**config.mk**
```make
export PLATFORM = sky130hd
export DESIGN_NAME = rtc_snapshot_to_epoch
export DESIGN_NICKNAME = d
export VERILOG_FILES = /design/src/rtcse_pkg.sv /design/src/rtcse_decode.sv /design/src/rtcse_days.sv /design/src/rtcse_scale.sv /design/src/rtc_snapshot_to_epoch.sv
export VERILOG_INCLUDE_DIRS = /design/src /design/src/src
export SDC_FILE = /design/constraint.sdc
export NUM_CORES = 2
export LEC_CHECK = 0
export ABC_AREA = 1
export BUFFER_PORTS_ARGS = -buffer_cell sky130_fd_sc_hd__buf_2
export CAP_MARGIN = 25
export CORE_MARGIN = 4
export CORE_UTILIZATION = 60
export DETAILED_ROUTE_END_ITERATION = 10
export PLACE_DENSITY = 0.85
export SYNTH_ARGS = -nofsm -noshare
export SYNTH_HDL_FRONTEND = slang
export SYNTH_SLANG_ARGS = --single-unit
```
**constraint.sdc**
```tcl
create_clock -name clk -period 10.3 [get_ports clk]
set_input_delay 0.515 -clock clk [delete_from_list [all_inputs] [get_ports clk]]
set_output_delay 0.515 -clock clk [all_outputs]
set_load 0.005 [all_outputs]
```
**src/rtc_snapshot_to_epoch_defines.svh**
```systemverilog
// assertion macros shared by the rtc snapshot converter
`ifndef RTC_SNAPSHOT_TO_EPOCH_DEFINES_SVH
`define RTC_SNAPSHOT_TO_EPOCH_DEFINES_SVH

// same-cycle implication, disabled during reset
`define RTCSE_ASSERT_HOLDS(LABEL, CLK, RST, ANTE, CONS) \
  LABEL: assert property (@(posedge CLK) disable iff (RST) (ANTE) |-> (CONS)) \
    else $error("rtcse check failed");

// next-cycle implication, disabled during reset
`define RTCSE_ASSERT_NEXT(LABEL, CLK, RST, ANTE, CONS) \
  LABEL: assert property (@(posedge CLK) disable iff (RST) (ANTE) |=> (CONS)) \
    else $error("rtcse check failed");

`endif

```
**src/rtcse_pkg.sv**
```systemverilog
// types, constants and calendar tables of the rtc snapshot converter
package rtcse_pkg;

  localparam int STB_BINARY_BIT = 2;
  localparam int STB_H24_BIT    = 1;
  localparam int HOUR_PM_BIT    = 7;

  localparam int EPOCH_YEAR     = 1970;
  localparam int MAX_YEAR       = 9999;
  localparam int DAYS_PER_YEAR  = 365;
  localparam int LEAPS_TO_EPOCH = 477;
  localparam int SEC_PER_DAY    = 86400;
  localparam int SEC_PER_HOUR   = 3600;
  localparam int SEC_PER_MIN    = 60;
  localparam int NOON_HOUR      = 12;

  localparam logic [6:0] DEF_CENTURY = 7'd20;

  // floor(y / 100) = (y * RECIP100) >> RECIP100_SHIFT, exact for y < 2**15
  localparam int RECIP100       = 5243;
  localparam int RECIP100_SHIFT = 19;
  // floor(v / 7) = (v * RECIP7) >> RECIP7_SHIFT, exact for v < 13110
  localparam int RECIP7         = 9363;
  localparam int RECIP7_SHIFT   = 16;

  localparam int YEAR_W  = 15;
  localparam int QY_W    = 9;
  localparam int DAYS_W  = 22;
  localparam int TOD_W   = 19;
  localparam int WS_W    = 16;
  localparam int WQ_W    = 14;
  localparam int EPOCH_W = 38;

  typedef enum logic [0:0] {
    REG_USE_CENTURY = 1'b0,
    REG_DEF_CENTURY = 1'b1
  } cfg_reg_t;

  // decoded snapshot, first stage
  typedef struct packed {
    logic       valid;
    logic [7:0] sec;
    logic [7:0] min;
    logic [7:0] hr;
    logic [7:0] day;
    logic [7:0] mon;
    logic [7:0] yy;
    logic [7:0] cen;
  } dec_t;

  // full year and time of day
  typedef struct packed {
    logic              valid;
    logic [5:0]        sec;
    logic [5:0]        min;
    logic [4:0]        hr;
    logic [7:0]        day;
    logic [7:0]        mon;
    logic [YEAR_W-1:0] year;
    logic [TOD_W-1:0]  tod;
    logic              mon_ok;
    logic              early;
  } ymd_t;

  // calendar record leaving the day-count stages
  typedef struct packed {
    logic              valid;
    logic [5:0]        sec;
    logic [5:0]        min;
    logic [4:0]        hr;
    logic [4:0]        day;
    logic [3:0]        mon;
    logic [13:0]       year;
    logic              err;
    logic [DAYS_W-1:0] days;
    logic [TOD_W-1:0]  tod;
    logic [WS_W-1:0]   ws;
    logic [WQ_W-1:0]   wq;
  } cal_t;

  function automatic logic [7:0] bcd8(input logic [7:0] v);
    logic [7:0] tens;
    tens = {4'b0, v[7:4]};
    return {4'b0, v[3:0]} + (tens << 3) + (tens << 1);
  endfunction

  function automatic logic [4:0] mon_days(input logic [3:0] m);
    logic [4:0] d;
    case (m)
      4'd1, 4'd3, 4'd5, 4'd7, 4'd8, 4'd10, 4'd12: d = 5'd31;
      4'd4, 4'd6, 4'd9, 4'd11: d = 5'd30;
      4'd2: d = 5'd28;
      default: d = 5'd0;
    endcase
    return d;
  endfunction

  function automatic logic [8:0] cum_days(input logic [3:0] m);
    logic [8:0] d;
    case (m)
      4'd1: d = 9'd0;
      4'd2: d = 9'd31;
      4'd3: d = 9'd59;
      4'd4: d = 9'd90;
      4'd5: d = 9'd120;
      4'd6: d = 9'd151;
      4'd7: d = 9'd181;
      4'd8: d = 9'd212;
      4'd9: d = 9'd243;
      4'd10: d = 9'd273;
      4'd11: d = 9'd304;
      4'd12: d = 9'd334;
      default: d = 9'd0;
    endcase
    return d;
  endfunction

  function automatic logic [2:0] sak_off(input logic [3:0] m);
    logic [2:0] d;
    case (m)
      4'd1: d = 3'd0;
      4'd2: d = 3'd3;
      4'd3: d = 3'd2;
      4'd4: d = 3'd5;
      4'd5: d = 3'd0;
      4'd6: d = 3'd3;
      4'd7: d = 3'd5;
      4'd8: d = 3'd1;
      4'd9: d = 3'd4;
      4'd10: d = 3'd6;
      4'd11: d = 3'd2;
      4'd12: d = 3'd4;
      default: d = 3'd0;
    endcase
    return d;
  endfunction

endpackage

```
**src/rtcse_decode.sv**
```systemverilog
// bcd and hour decode, century select, full year and time of day
module rtcse_decode (
  input  logic              clk,
  input  logic              rst,
  input  logic              take,
  input  logic [7:0]        raw_second,
  input  logic [7:0]        raw_minute,
  input  logic [7:0]        raw_hour,
  input  logic [7:0]        raw_day,
  input  logic [7:0]        raw_month,
  input  logic [7:0]        raw_year,
  input  logic [7:0]        raw_century,
  input  logic [7:0]        status_b,
  input  logic              use_century,
  input  logic [6:0]        def_century,
  output rtcse_pkg::ymd_t   ymd
);

  rtcse_pkg::dec_t dec_next;
  rtcse_pkg::dec_t dec;
  rtcse_pkg::ymd_t ymd_next;

  logic       binary;
  logic       pm;
  logic [7:0] hr_dec;
  logic [7:0] cen_dec;

  always_comb begin
    binary = status_b[rtcse_pkg::STB_BINARY_BIT];
    pm     = raw_hour[rtcse_pkg::HOUR_PM_BIT];
    if (binary) begin
      dec_next.sec = raw_second;
      dec_next.min = raw_minute;
      hr_dec       = {1'b0, raw_hour[6:0]};
      dec_next.day = raw_day;
      dec_next.mon = raw_month;
      dec_next.yy  = raw_year;
      cen_dec      = raw_century;
    end else begin
      dec_next.sec = rtcse_pkg::bcd8(raw_second);
      dec_next.min = rtcse_pkg::bcd8(raw_minute);
      hr_dec       = rtcse_pkg::bcd8({1'b0, raw_hour[6:0]});
      dec_next.day = rtcse_pkg::bcd8(raw_day);
      dec_next.mon = rtcse_pkg::bcd8(raw_month);
      dec_next.yy  = rtcse_pkg::bcd8(raw_year);
      cen_dec      = rtcse_pkg::bcd8(raw_century);
    end
    // 12-hour to 24-hour form
    dec_next.hr = hr_dec;
    if (!status_b[rtcse_pkg::STB_H24_BIT]) begin
      if (hr_dec == 8'(rtcse_pkg::NOON_HOUR)) begin
        dec_next.hr = 8'd0;
      end
      if (pm) begin
        dec_next.hr = dec_next.hr + 8'(rtcse_pkg::NOON_HOUR);
      end
    end
    dec_next.cen   = use_century ? cen_dec : {1'b0, def_century};
    dec_next.valid = take;
  end

  always_comb begin
    ymd_next.valid  = dec.valid;
    ymd_next.sec    = dec.sec[5:0];
    ymd_next.min    = dec.min[5:0];
    ymd_next.hr     = dec.hr[4:0];
    ymd_next.day    = dec.day;
    ymd_next.mon    = dec.mon;
    ymd_next.year   = rtcse_pkg::YEAR_W'(dec.cen) * rtcse_pkg::YEAR_W'(100)
                    + rtcse_pkg::YEAR_W'(dec.yy);
    ymd_next.tod    = rtcse_pkg::TOD_W'(dec.hr) * rtcse_pkg::TOD_W'(rtcse_pkg::SEC_PER_HOUR)
                    + rtcse_pkg::TOD_W'(dec.min) * rtcse_pkg::TOD_W'(rtcse_pkg::SEC_PER_MIN)
                    + rtcse_pkg::TOD_W'(dec.sec);
    ymd_next.mon_ok = (dec.mon >= 8'd1) && (dec.mon <= 8'd12);
    ymd_next.early  = (dec.mon < 8'd3);
  end

  always_ff @(posedge clk) begin
    if (rst) begin
      dec.valid <= 1'b0;
      ymd.valid <= 1'b0;
    end else begin
      dec.valid <= dec_next.valid;
      ymd.valid <= ymd_next.valid;
    end
    dec.sec    <= dec_next.sec;
    dec.min    <= dec_next.min;
    dec.hr     <= dec_next.hr;
    dec.day    <= dec_next.day;
    dec.mon    <= dec_next.mon;
    dec.yy     <= dec_next.yy;
    dec.cen    <= dec_next.cen;
    ymd.sec    <= ymd_next.sec;
    ymd.min    <= ymd_next.min;
    ymd.hr     <= ymd_next.hr;
    ymd.day    <= ymd_next.day;
    ymd.mon    <= ymd_next.mon;
    ymd.year   <= ymd_next.year;
    ymd.tod    <= ymd_next.tod;
    ymd.mon_ok <= ymd_next.mon_ok;
    ymd.early  <= ymd_next.early;
  end

endmodule

```
**src/rtcse_days.sv**
```systemverilog
// date check, leap year, day count since epoch and weekday sum
module rtcse_days (
  input  logic            clk,
  input  logic            rst,
  input  rtcse_pkg::ymd_t ymd,
  output rtcse_pkg::cal_t cal
);

  localparam int YW = rtcse_pkg::YEAR_W;
  localparam int QW = rtcse_pkg::QY_W;
  localparam int DW = rtcse_pkg::DAYS_W;
  localparam int SW = rtcse_pkg::WS_W;

  // stage c: century quotients and year offset
  logic              c_valid;
  logic [5:0]        c_sec;
  logic [5:0]        c_min;
  logic [4:0]        c_hr;
  logic [7:0]        c_day;
  logic [7:0]        c_mon;
  logic [13:0]       c_year;
  logic [YW-1:0]     c_ym1;
  logic [YW-1:0]     c_yw;
  logic [QW-1:0]     c_q1;
  logic [QW-1:0]     c_qw;
  logic [DW-1:0]     c_yoff;
  logic              c_err;
  logic [rtcse_pkg::TOD_W-1:0] c_tod;

  logic [YW-1:0]     ym1_next;
  logic [YW-1:0]     yw_next;
  logic [27:0]       prod1;
  logic [27:0]       prodw;

  always_comb begin
    ym1_next = ymd.year - YW'(1);
    yw_next  = ymd.year - YW'(ymd.early);
    prod1    = 28'(ym1_next) * 28'(rtcse_pkg::RECIP100);
    prodw    = 28'(yw_next) * 28'(rtcse_pkg::RECIP100);
  end

  always_ff @(posedge clk) begin
    if (rst) begin
      c_valid <= 1'b0;
    end else begin
      c_valid <= ymd.valid;
    end
  end

  always_ff @(posedge clk) begin
    c_sec  <= ymd.sec;
    c_min  <= ymd.min;
    c_hr   <= ymd.hr;
    c_day  <= ymd.day;
    c_mon  <= ymd.mon;
    c_tod  <= ymd.tod;
    c_year <= (ymd.year > YW'(rtcse_pkg::MAX_YEAR)) ? 14'(rtcse_pkg::MAX_YEAR)
                                                     : ymd.year[13:0];
    c_ym1  <= ym1_next;
    c_yw   <= yw_next;
    c_q1   <= prod1[rtcse_pkg::RECIP100_SHIFT +: QW];
    c_qw   <= prodw[rtcse_pkg::RECIP100_SHIFT +: QW];
    c_yoff <= (DW'(ymd.year) - DW'(rtcse_pkg::EPOCH_YEAR)) * DW'(rtcse_pkg::DAYS_PER_YEAR);
    c_err  <= (ymd.year < YW'(rtcse_pkg::EPOCH_YEAR)) ||
              (ymd.year > YW'(rtcse_pkg::MAX_YEAR)) || !ymd.mon_ok;
  end

  // stage d: leap year, day check, leap count and weekday sum
  logic              d_valid;
  logic [5:0]        d_sec;
  logic [5:0]        d_min;
  logic [4:0]        d_hr;
  logic [4:0]        d_day;
  logic [3:0]        d_mon;
  logic [13:0]       d_year;
  logic              d_err;
  logic [DW-1:0]     d_yoff;
  logic [DW-1:0]     d_leaps;
  logic [8:0]        d_cum;
  logic              d_leap_add;
  logic [SW-1:0]     d_ws;
  logic [rtcse_pkg::TOD_W-1:0] d_tod;

  logic [YW-1:0]     rem100;
  logic              leap;
  logic [3:0]        m4;
  logic [4:0]        dim;
  logic              day_bad;

  always_comb begin
    m4      = c_mon[3:0];
    rem100  = c_ym1 - YW'(c_q1) * YW'(100);
    // year = ym1 + 1: divisible by 4 when ym1 ends in 3 mod 4, by 100 when rem is 99
    leap    = (c_ym1[1:0] == 2'd3) && ((rem100 != YW'(99)) || (c_q1[1:0] == 2'd3));
    dim     = rtcse_pkg::mon_days(m4) + 5'((m4 == 4'd2) && leap);
    day_bad = (c_day == 8'd0) || (c_day > {3'b0, dim});
  end

  always_ff @(posedge clk) begin
    if (rst) begin
      d_valid <= 1'b0;
    end else begin
      d_valid <= c_valid;
    end
  end

  always_ff @(posedge clk) begin
    d_sec      <= c_sec;
    d_min      <= c_min;
    d_hr       <= c_hr;
    d_day      <= c_day[4:0];
    d_mon      <= m4;
    d_year     <= c_year;
    d_tod      <= c_tod;
    d_err      <= c_err || day_bad;
    d_yoff     <= c_yoff;
    d_leaps    <= DW'(c_ym1 >> 2) - DW'(c_q1) + DW'(c_q1 >> 2)
                - DW'(rtcse_pkg::LEAPS_TO_EPOCH);
    d_cum      <= rtcse_pkg::cum_days(m4);
    d_leap_add <= (m4 > 4'd2) && leap;
    d_ws       <= SW'(c_yw) + SW'(c_yw >> 2) - SW'(c_qw) + SW'(c_qw >> 2)
                + SW'(rtcse_pkg::sak_off(m4)) + SW'(c_day);
  end

  // stage e: day count and weekday quotient
  logic [29:0] wprod;

  always_comb begin
    wprod = 30'(d_ws) * 30'(rtcse_pkg::RECIP7);
  end

  always_ff @(posedge clk) begin
    if (rst) begin
      cal.valid <= 1'b0;
    end else begin
      cal.valid <= d_valid;
    end
    cal.sec  <= d_sec;
    cal.min  <= d_min;
    cal.hr   <= d_hr;
    cal.day  <= d_day;
    cal.mon  <= d_mon;
    cal.year <= d_year;
    cal.err  <= d_err;
    cal.tod  <= d_tod;
    cal.ws   <= d_ws;
    cal.days <= d_yoff + d_leaps + DW'(d_cum) + DW'(d_leap_add) + DW'(d_day) - DW'(1);
    cal.wq   <= wprod[rtcse_pkg::RECIP7_SHIFT +: rtcse_pkg::WQ_W];
  end

endmodule

```
**src/rtcse_scale.sv**
```systemverilog
// day count to seconds, weekday remainder and the output register
module rtcse_scale (
  input  logic            clk,
  input  logic            rst,
  input  rtcse_pkg::cal_t cal,
  output logic            done,
  output logic [5:0]      sec_out,
  output logic [5:0]      min_out,
  output logic [4:0]      hour_out,
  output logic [4:0]      day_out,
  output logic [3:0]      month_out,
  output logic [13:0]     full_year,
  output logic [2:0]      weekday,
  output logic [37:0]     epoch_seconds,
  output logic            date_error
);

  localparam int EW = rtcse_pkg::EPOCH_W;
  localparam int SW = rtcse_pkg::WS_W;

  // stage f
  logic          f_valid;
  logic [5:0]    f_sec;
  logic [5:0]    f_min;
  logic [4:0]    f_hr;
  logic [4:0]    f_day;
  logic [3:0]    f_mon;
  logic [13:0]   f_year;
  logic          f_err;
  logic [EW-1:0] f_day_sec;
  logic [rtcse_pkg::TOD_W-1:0] f_tod;
  logic [2:0]    f_wday;
  logic [SW-1:0] wrem;

  always_comb begin
    wrem = cal.ws - SW'(cal.wq) * SW'(7);
  end

  always_ff @(posedge clk) begin
    if (rst) begin
      f_valid <= 1'b0;
    end else begin
      f_valid <= cal.valid;
    end
  end

  always_ff @(posedge clk) begin
    f_sec     <= cal.sec;
    f_min     <= cal.min;
    f_hr      <= cal.hr;
    f_day     <= cal.day;
    f_mon     <= cal.mon;
    f_year    <= cal.year;
    f_err     <= cal.err;
    f_tod     <= cal.tod;
    f_day_sec <= EW'(cal.days) * EW'(rtcse_pkg::SEC_PER_DAY);
    f_wday    <= wrem[2:0];
  end

  // stage g: output register
  always_ff @(posedge clk) begin
    if (rst) begin
      done <= 1'b0;
    end else begin
      done <= f_valid;
    end
  end

  always_ff @(posedge clk) begin
    sec_out       <= f_sec;
    min_out       <= f_min;
    hour_out      <= f_hr;
    day_out       <= f_day;
    month_out     <= f_mon;
    full_year     <= f_year;
    date_error    <= f_err;
    weekday       <= f_err ? 3'd0 : f_wday;
    epoch_seconds <= f_err ? '0 : (f_day_sec + EW'(f_tod));
  end

`include "rtc_snapshot_to_epoch_defines.svh"

  `RTCSE_ASSERT_HOLDS(a_wday_range, clk, rst, f_valid && !f_err, f_wday < 3'd7)

endmodule

```
**src/rtc_snapshot_to_epoch.sv**
```systemverilog
// top level of the rtc snapshot converter: configuration registers and pipeline
// Converts one snapshot of CMOS clock registers into calendar fields, a
// weekday and seconds since 1970-01-01 00:00:00.
// A request is taken at a rising edge with start high and busy low; busy is
// high only while rst is held, so a new snapshot can be taken every cycle.
// Each request gives one result: done is high for exactly one cycle with the
// result fields, after seven register stages (decode, year, quotients,
// leap/check, day count, scale, output).
// Throughput is one snapshot per cycle; results leave in request order.
// The receiver cannot hold results off, and the pipeline never stalls.
// Configuration: wr_en with wr_index selects use_century_byte (index 0) or
// default_century (index 1), written from wr_data at that edge. Write it only
// when no request is in flight.
// date_error flags a year outside 1970..9999 or a bad month or day; then
// epoch_seconds and weekday are zero and full_year saturates at 9999.
// Reset clears all valid bits and sets use_century_byte to 0 and
// default_century to 20; requests in flight are dropped.
module rtc_snapshot_to_epoch (
  input  logic        clk,
  input  logic        rst,
  input  logic        start,
  output logic        busy,
  input  logic [7:0]  raw_second,
  input  logic [7:0]  raw_minute,
  input  logic [7:0]  raw_hour,
  input  logic [7:0]  raw_day,
  input  logic [7:0]  raw_month,
  input  logic [7:0]  raw_year,
  input  logic [7:0]  raw_century,
  input  logic [7:0]  status_b,
  input  logic        wr_en,
  input  logic [0:0]  wr_index,
  input  logic [6:0]  wr_data,
  output logic        done,
  output logic [5:0]  sec_out,
  output logic [5:0]  min_out,
  output logic [4:0]  hour_out,
  output logic [4:0]  day_out,
  output logic [3:0]  month_out,
  output logic [13:0] full_year,
  output logic [2:0]  weekday,
  output logic [37:0] epoch_seconds,
  output logic        date_error
);

  logic            use_century;
  logic [6:0]      def_century;
  logic            take;
  rtcse_pkg::ymd_t ymd;
  rtcse_pkg::cal_t cal;

  assign busy = rst;
  assign take = start && !busy;

  always_ff @(posedge clk) begin
    if (rst) begin
      use_century <= 1'b0;
      def_century <= rtcse_pkg::DEF_CENTURY;
    end else if (wr_en) begin
      case (wr_index)
        rtcse_pkg::REG_USE_CENTURY: use_century <= wr_data[0];
        rtcse_pkg::REG_DEF_CENTURY: def_century <= wr_data;
        default: ;
      endcase
    end
  end

  rtcse_decode u_decode (
    .clk         (clk),
    .rst         (rst),
    .take        (take),
    .raw_second  (raw_second),
    .raw_minute  (raw_minute),
    .raw_hour    (raw_hour),
    .raw_day     (raw_day),
    .raw_month   (raw_month),
    .raw_year    (raw_year),
    .raw_century (raw_century),
    .status_b    (status_b),
    .use_century (use_century),
    .def_century (def_century),
    .ymd         (ymd)
  );

  rtcse_days u_days (
    .clk (clk),
    .rst (rst),
    .ymd (ymd),
    .cal (cal)
  );

  rtcse_scale u_scale (
    .clk           (clk),
    .rst           (rst),
    .cal           (cal),
    .done          (done),
    .sec_out       (sec_out),
    .min_out       (min_out),
    .hour_out      (hour_out),
    .day_out       (day_out),
    .month_out     (month_out),
    .full_year     (full_year),
    .weekday       (weekday),
    .epoch_seconds (epoch_seconds),
    .date_error    (date_error)
  );

`include "rtc_snapshot_to_epoch_defines.svh"

  `RTCSE_ASSERT_NEXT(a_latency, clk, rst, take, ##6 done)
  `RTCSE_ASSERT_HOLDS(a_err_zero, clk, rst, done && date_error,
                      epoch_seconds == 38'd0 && weekday == 3'd0)
  `RTCSE_ASSERT_HOLDS(a_year_sat, clk, rst, done, full_year <= 14'd9999)

endmodule

```
# Word level (Yosys, flattened, before mapping)
# Memory sizes are Yosys's and may differ from the RTL's. A register that Yosys moved wholly into a read port is not among the register bits.
# Index checks and enable logic that the tools add are counted.
dict set report word_totals {
  elab_cells 169
  in_bits 76
  reg_bits 665
  output_inout_bits 84
  n_memories 3
  romBits 272
}
dict set report op_classes {
  add_sub_neg 38
  reduce_logical 15
  eq_ne 5
  mul 10
  mux 9
  bitwise 1
  magnitude_cmp 7
}
# memory words width read_ports rd_ports_with_merged_regs write_ports line_no
set memory_table {}
lappend memory_table {{(no name shown)} 16 9 1 1 0 rtcse_pkg.sv:100} ;# case (m)
lappend memory_table {{(no name shown)} 16 5 1 1 0 rtcse_pkg.sv:89} ;# case (m)
lappend memory_table {{(no name shown)} 16 3 1 1 0 rtcse_pkg.sv:120} ;# case (m)
# cell count
set ops {}
lappend ops {{$mul 15x13->28 const B} 2}
lappend ops {{$add 4x7->8} 6}
lappend ops {{$add 8x5->8} 6}
lappend ops {{$mux 8} 6}
lappend ops {{$add 38x19->38} 1}
lappend ops {{$mul 22x10->31 const B} 1}
lappend ops {{$mul 16x14->30 const B} 1}
lappend ops {{$mux 24} 1}
lappend ops {{$add 22x1->22} 1}
lappend ops {{$add 22x22->22} 1}
lappend ops {{$add 22x5->22} 1}
lappend ops {{$add 22x7->22} 1}
lappend ops {{$add 22x9->22} 1}
lappend ops {{$mul 22x9->22 const B} 1}
lappend ops {{$sub 22x1->22 const B} 1}
lappend ops {{$sub 22x9->22 const B} 1}
lappend ops {{$add 19x14->19} 1}
lappend ops {{$add 19x8->19} 1}
lappend ops {{$add 15x13->16} 1}
lappend ops {{$add 16x3->16} 1}
lappend ops {{$add 16x7->16} 1}
lappend ops {{$add 16x8->16} 1}
lappend ops {{$mux 16} 1}
lappend ops {{$sub 15x11->16 const B} 1}
lappend ops {{other kinds (34)} 45}

# Logic depth before layout (Yosys ltp)
dict set report depth {
  depth_word 10
  mapped_depth 37
}

# Modules after synthesis
# A second synthesis with hierarchy kept.
dict set report unflattened {
  cells_unflattened 5408
  hier_area_um2 47717.0
}
# mod seq_area_each_um2 instances area_each_um2 cells_per_inst
set modules_own_cells {}
lappend modules_own_cells {rtcse_days 7687.4 1 29510.8 3211}
lappend modules_own_cells {rtcse_scale 3563.4 1 9646.8 1190}
lappend modules_own_cells {rtcse_decode 2502.4 1 8247.9 966}
lappend modules_own_cells {rtc_snapshot_to_epoch 160.2 1 311.5 41}

# Worst setup path before layout
# Ideal clock, no wire load.
dict set report synth_path {
  path_type {reg-to-reg}
  start {reg, netlist name u_decode.ymd[21]}
  end {reg u_days.c_qw[7]}
  slack_ns 4.844
  setup_ns 0.119
  arrival_ns 5.337
  t_required_ns 10.181
  path_stages_with_launch 26
  period_less_slack_ns 5.456
  cell_sequence {dfxtp_1 -> inv_1 -> ha_1 -> ha_1 -> nand2_1 -> nor2_1 -> nand2_1 -> xor2_1 -> inv_1 -> fa_1 -> ha_1 -> fa_1 -> fa_1 -> fa_1 -> ha_1 -> nand2_1 -> inv_1 -> nand2_1 -> nor3_1 -> nand3_1 -> nand3_1 -> nand2_1 -> inv_1 -> nor2_1 -> nand2_1 -> nand2_1}
}
dict set report synth_via {
  elab_chain_cells 2
}
# element line_no
set synth_lines {}
lappend synth_lines {{$sub 15x1->15} rtcse_days.sv:37} ;# yw_next = ymd.year - YW'(ymd.early);
lappend synth_lines {{named net u_days.yw_next[14]} rtcse_days.sv:31} ;# logic [YW-1:0] yw_next;
lappend synth_lines {{$mul 15x13->28} rtcse_days.sv:39} ;# prodw = 28'(yw_next) * 28'(rtcse_pkg::RECIP100);
lappend synth_lines {{named net u_days.prodw[26]} rtcse_days.sv:33} ;# logic [27:0] prodw;
lappend synth_lines {{end signal, assigned} rtcse_days.sv:62} ;# c_qw <= prodw[rtcse_pkg::RECIP100_SHIFT +: QW];
lappend synth_lines {{end, declared} rtcse_days.sv:25} ;# logic [QW-1:0] c_qw;
# The timed path passes the listed nets, and every way through them passes these cells.
# A chain may end at the register's enable or synchronous reset.

# Worst setup path after layout
dict set report layout_path {
  start {reg, netlist name u_decode.ymd[21]}
  end {reg u_days.c_qw[7]}
}
dict set report layout_via {
  elab_chain_cells 2
}
# element line_no
set layout_lines {}
lappend layout_lines {{$sub 15x1->15} rtcse_days.sv:37}
lappend layout_lines {{named net u_days.yw_next[10]} rtcse_days.sv:31}
lappend layout_lines {{$mul 15x13->28} rtcse_days.sv:39}
lappend layout_lines {{named net u_days.prodw[26]} rtcse_days.sv:33}
# The timed path passes the listed nets, and every way through them passes these cells.

==> impl_summary.txt <==
----------------------------------------------------
[Run status]
  Result of the run ... complete, no violations

[Placement]
  IO Port Bufs ... 153
  Final weighted congestion in routability-driven placement ... 0.971
  Final HPWL from detailed placement ... 76,300 um

[Floorplanning]
  Starting Density ... 60.5%
  Number of standard-cell rows in the floorplan ... 99
  Core Box Area ... 0.0730 mm2
  Top Ports ... 160
  Die Wd ... 279 um
  DIE AREA ... 0.0780 mm2
  Vertical die dimension ... 279 um

[Synthesis]
  Total of flip-flops plus latches after synthesis ... 659
  Dominant cell type by area after synthesis ... sky130_fd_sc_hd__dfxtp_1
  Area share of the largest cell type after synthesis ... 29.9%
  Number of different library cells in the post-synthesis netlist ... 59
  Post-synthesis area per instance ... 9.12 um2
  Post-Synthesis Net Count ... 6,037
  Top cells by area, synth ... sky130_fd_sc_hd__dfxtp_1 30%, sky130_fd_sc_hd__ha_1 22%, sky130_fd_sc_hd__fa_1 16%
  Sequential cell area fraction in the yosys report ... 29.9%
  Synthesized netlist cell count ... 4,839
  Number of warnings issued by yosys ... 0
  Mapped Area ... 0.0441 mm2

[STA]
  Final setup violating endpoints ... 0
  Final Hold Vio Count ... 0
  Final critical-path required period ... 6.70 ns
  Highest clock rate ... 149 MHz
  RSZ-0062 raised after global routing ... false
  Ratio of final minimum period to clock period ... 65.1%
  Clk_skew ... 0.0262 ns
  Max-slew headroom at the worst pin ... 33.4%
  Final slew viol count ... 0
  Worst-Margin Slew ... 0.996 ns
  Setup TNS Final ... 0 ns

[CTS]
  CTS tree ... built
  CTS resizes ... 0
  Max Buffers Root-to-Sink ... 3
  Insertion delay of the later-clocked pin in the worst-skew pair ... 0.62 ns
  TritonCTS Buffers ... 70
  Htree depth ... 3
  Number of buffers inserted by post-CTS setup repair ... 0
  Total clock sinks ... 659
  Clock Pin Slew Worst Setup and Hold Paths ... 0.06 ns
  Hold bufs inserted after CTS ... 6
  Root cell of the clock tree ... sky130_fd_sc_hd__clkbuf_16

[Detailed routing]
  Average detailed-routed wire length per instance ... 15.8 um
  Number of routed nets with antenna violations ... 0
  Per-cell via count in the routed design ... 5.26
  Count of TritonRoute iterations in the first routing pass ... 6
  Iter 0 DRT Violations ... 1,856
  Via count of the routed design ... 31,900
  Drt total wl ... 96,100 um
  Number of remaining DRC errors ... 0

[Worst hold path]
  Worst min path class ... primary input to register

[Global route]
  Number of global-route vias before repair ... 33,300
  First-pass GRT wire length ... 162,000 um
  Maximum number of pins on one net before global-route repair ... 47
  GRT Util Overall ... 25.1%
  Overflow left after global routing ... 0
  Initial antenna violation count ... 3

[Worst setup path]
  Critical Setup Path Class ... register to register
  Slowest cell delay on critical path ... 0.78 ns
  Most used cell along the critical path ... sky130_fd_sc_hd__nand2_1
  Critical Path Sink Type ... register
  Top fanout value on the critical path ... 9
  Critical path arrival ... 7.20 ns
  Crit path max-delay cell type ... sky130_fd_sc_hd__xor2_1
  CP Launch Type ... register
  Endpoint required time on the critical path ... 10.80 ns
  Cell chain of the critical path ... inv_1 > ha_1 > ha_1 > nand2_1 > nor2_1 > nand2_1 > xor2_1 > ha_1 > fa_1 > fa_1 > inv_1 > fa_1 > fa_1 > inv_1 > ha_1 > a21o_1 > a21oi_1 > o21ai_0 > nand2_1 > nand3_1 > nand2_1 > inv_1 > o21ai_0 > nand2_1

[Layout]
  Most common library cell in the layout ignoring fill and taps ... sky130_fd_sc_hd__inv_1
  Signed area change from the synthesized netlist to the final layout ... 10.0%
  Fill count ... 5,296
  Final net count ... 6,253
  Antenna diode count ... 0
  Share of final-layout standard cells stronger than drive strength 1 ... 6.81%
  Most used cells in the layout excluding fill and tap cells ... 1,040 x sky130_fd_sc_hd__inv_1, 761 x sky130_fd_sc_hd__ha_1, 665 x sky130_fd_sc_hd__nand2_1

[Flow run]
  Max_cap viols ... 0

----------------------------------------------------
registers in the layout (all words and copies together) (netlist names), 7 cells and up, named ones only:
| name | count |
|---|---|
| u_days.cal | 87 |
| u_decode.ymd | 64 |
| u_decode.dec | 57 |
| u_scale.epoch_seconds | 38 |
| u_scale.f_day_sec | 31 |
| u_days.c_yoff | 22 |
| u_days.d_leaps | 22 |
| u_days.d_yoff | 22 |
| u_days.c_tod | 17 |
| u_days.d_tod | 17 |
| u_scale.f_tod | 17 |
| u_days.d_ws | 16 |
| u_days.c_ym1 | 15 |
| u_days.c_yw | 15 |
| u_days.c_year | 14 |
| u_days.d_year | 14 |
| u_scale.f_year | 14 |
| u_scale.full_year | 14 |
| u_days.c_q1 | 9 |
| u_days.c_qw | 9 |
| u_days.d_cum | 9 |
| u_days.c_day | 8 |
| def_century | 7 |
logic make-up (layout without fill, tap and decap cells):
family                   count (synthesis)  count (layout)  synth area share (%)
AND/OR/NAND/NOR                       1248            1248                  11.8
adder cells (fa/ha/maj)               1122            1122                  37.9
buffers and inverters                 1074            1345                  9.19
flip-flops                             659             659                  29.9
AO/OA/AOI/OAI                          503             503                  6.47
XOR/XNOR                               233             233                  4.66
layer usage:
| metal | GRT usage [%] | share of wire (%) |
|---|---|---|
| met4 | 7.04 | 2.8 |
| met3 | 4.01 | 5.6 |
| met2 | 45.1 | 50 |
| met5 | 0 | 0.017 |
| met1 | 31.4 | 42 |
synth_stat cells (all sizes together):
cell type,count
inv,1049
ha,761
nand2,674
dfxtp,659
fa,361
nor2,298
a21oi,239
nand3,163
o21ai,160
xor2,159
xnor2,74
nor3,48
nand4,28
a21o,24
a31oi,17
clkbuf,15
o21bai,15
nor4,14
o211ai,12
or2,12
o21a,11
buf,9
a211oi,6
nand3b,6
a21boi,5
o31ai,5
nor3b,4
o2111ai,3
a221oi,1
a22oi,1
and3,1
clkinv,1
o211a,1
o22ai,1
o311a,1
o311ai,1
through the flow:
step | hold WS [ns] | instances | area (um2) | utilization, % | worst slack (ns)
2_1_floorplan | 0.310 | 4839 | 44100 | - | 4.84
3_3_place_gp | 0.309 | 5932 | 46000 | 63.1 | 3.82
3_5_place_dp | 0.312 | 5935 | 46100 | 63.1 | 3.78
4_1_cts | 0.0554 | 6068 | 48600 | 66.5 | 3.63
5_1_grt | 0.0748 | 6069 | 48600 | 66.6 | 3.21
6_report | 0.0914 | 6069 | 48600 | 66.6 | 3.60
worst paths after layout:
path | startpoint | to | slack, ns | cells after the start
setup / recovery | u_decode.ymd[21] | u_days.c_qw[7] | 3.60 | 24
hold / removal | wr_data[4] | def_century[4] | 0.09 | 3
setup reg to reg | u_decode.ymd[21] | u_days.c_qw[7] | 3.60 | 24
hold reg to reg | u_decode.ymd[59] | u_days.c_min[2] | 0.32 | 0
area by class of cell:
type,count,area [um2],area share [%]
repair buffers,168,893,1.84
inverters,1050,3950,8.12
clock buffers,87,1930,3.97
flip-flops and latches,659,13200,27.2
multi-input cells,3106,26900,55.4
clock inverters,40,510,1.05
well taps,959,1200,2.47
worst max-delay path: cells and delay by family, from the launching register on:
family / cells / cell delay, ns
AOI/OAI and AO/OA: 4 / 0.65
xor gates and xnor gates: 1 / 0.78
adders and majority gates: 8 / 3.31
buffers and inverters: 4 / 0.48
DFF: 1 / 0.63
and+or+nand+nor: 7 / 0.71
Power is left out: the tool's default activity adds up to more than one toggle a clock period on the data nets, which glitch-free logic cannot reach.
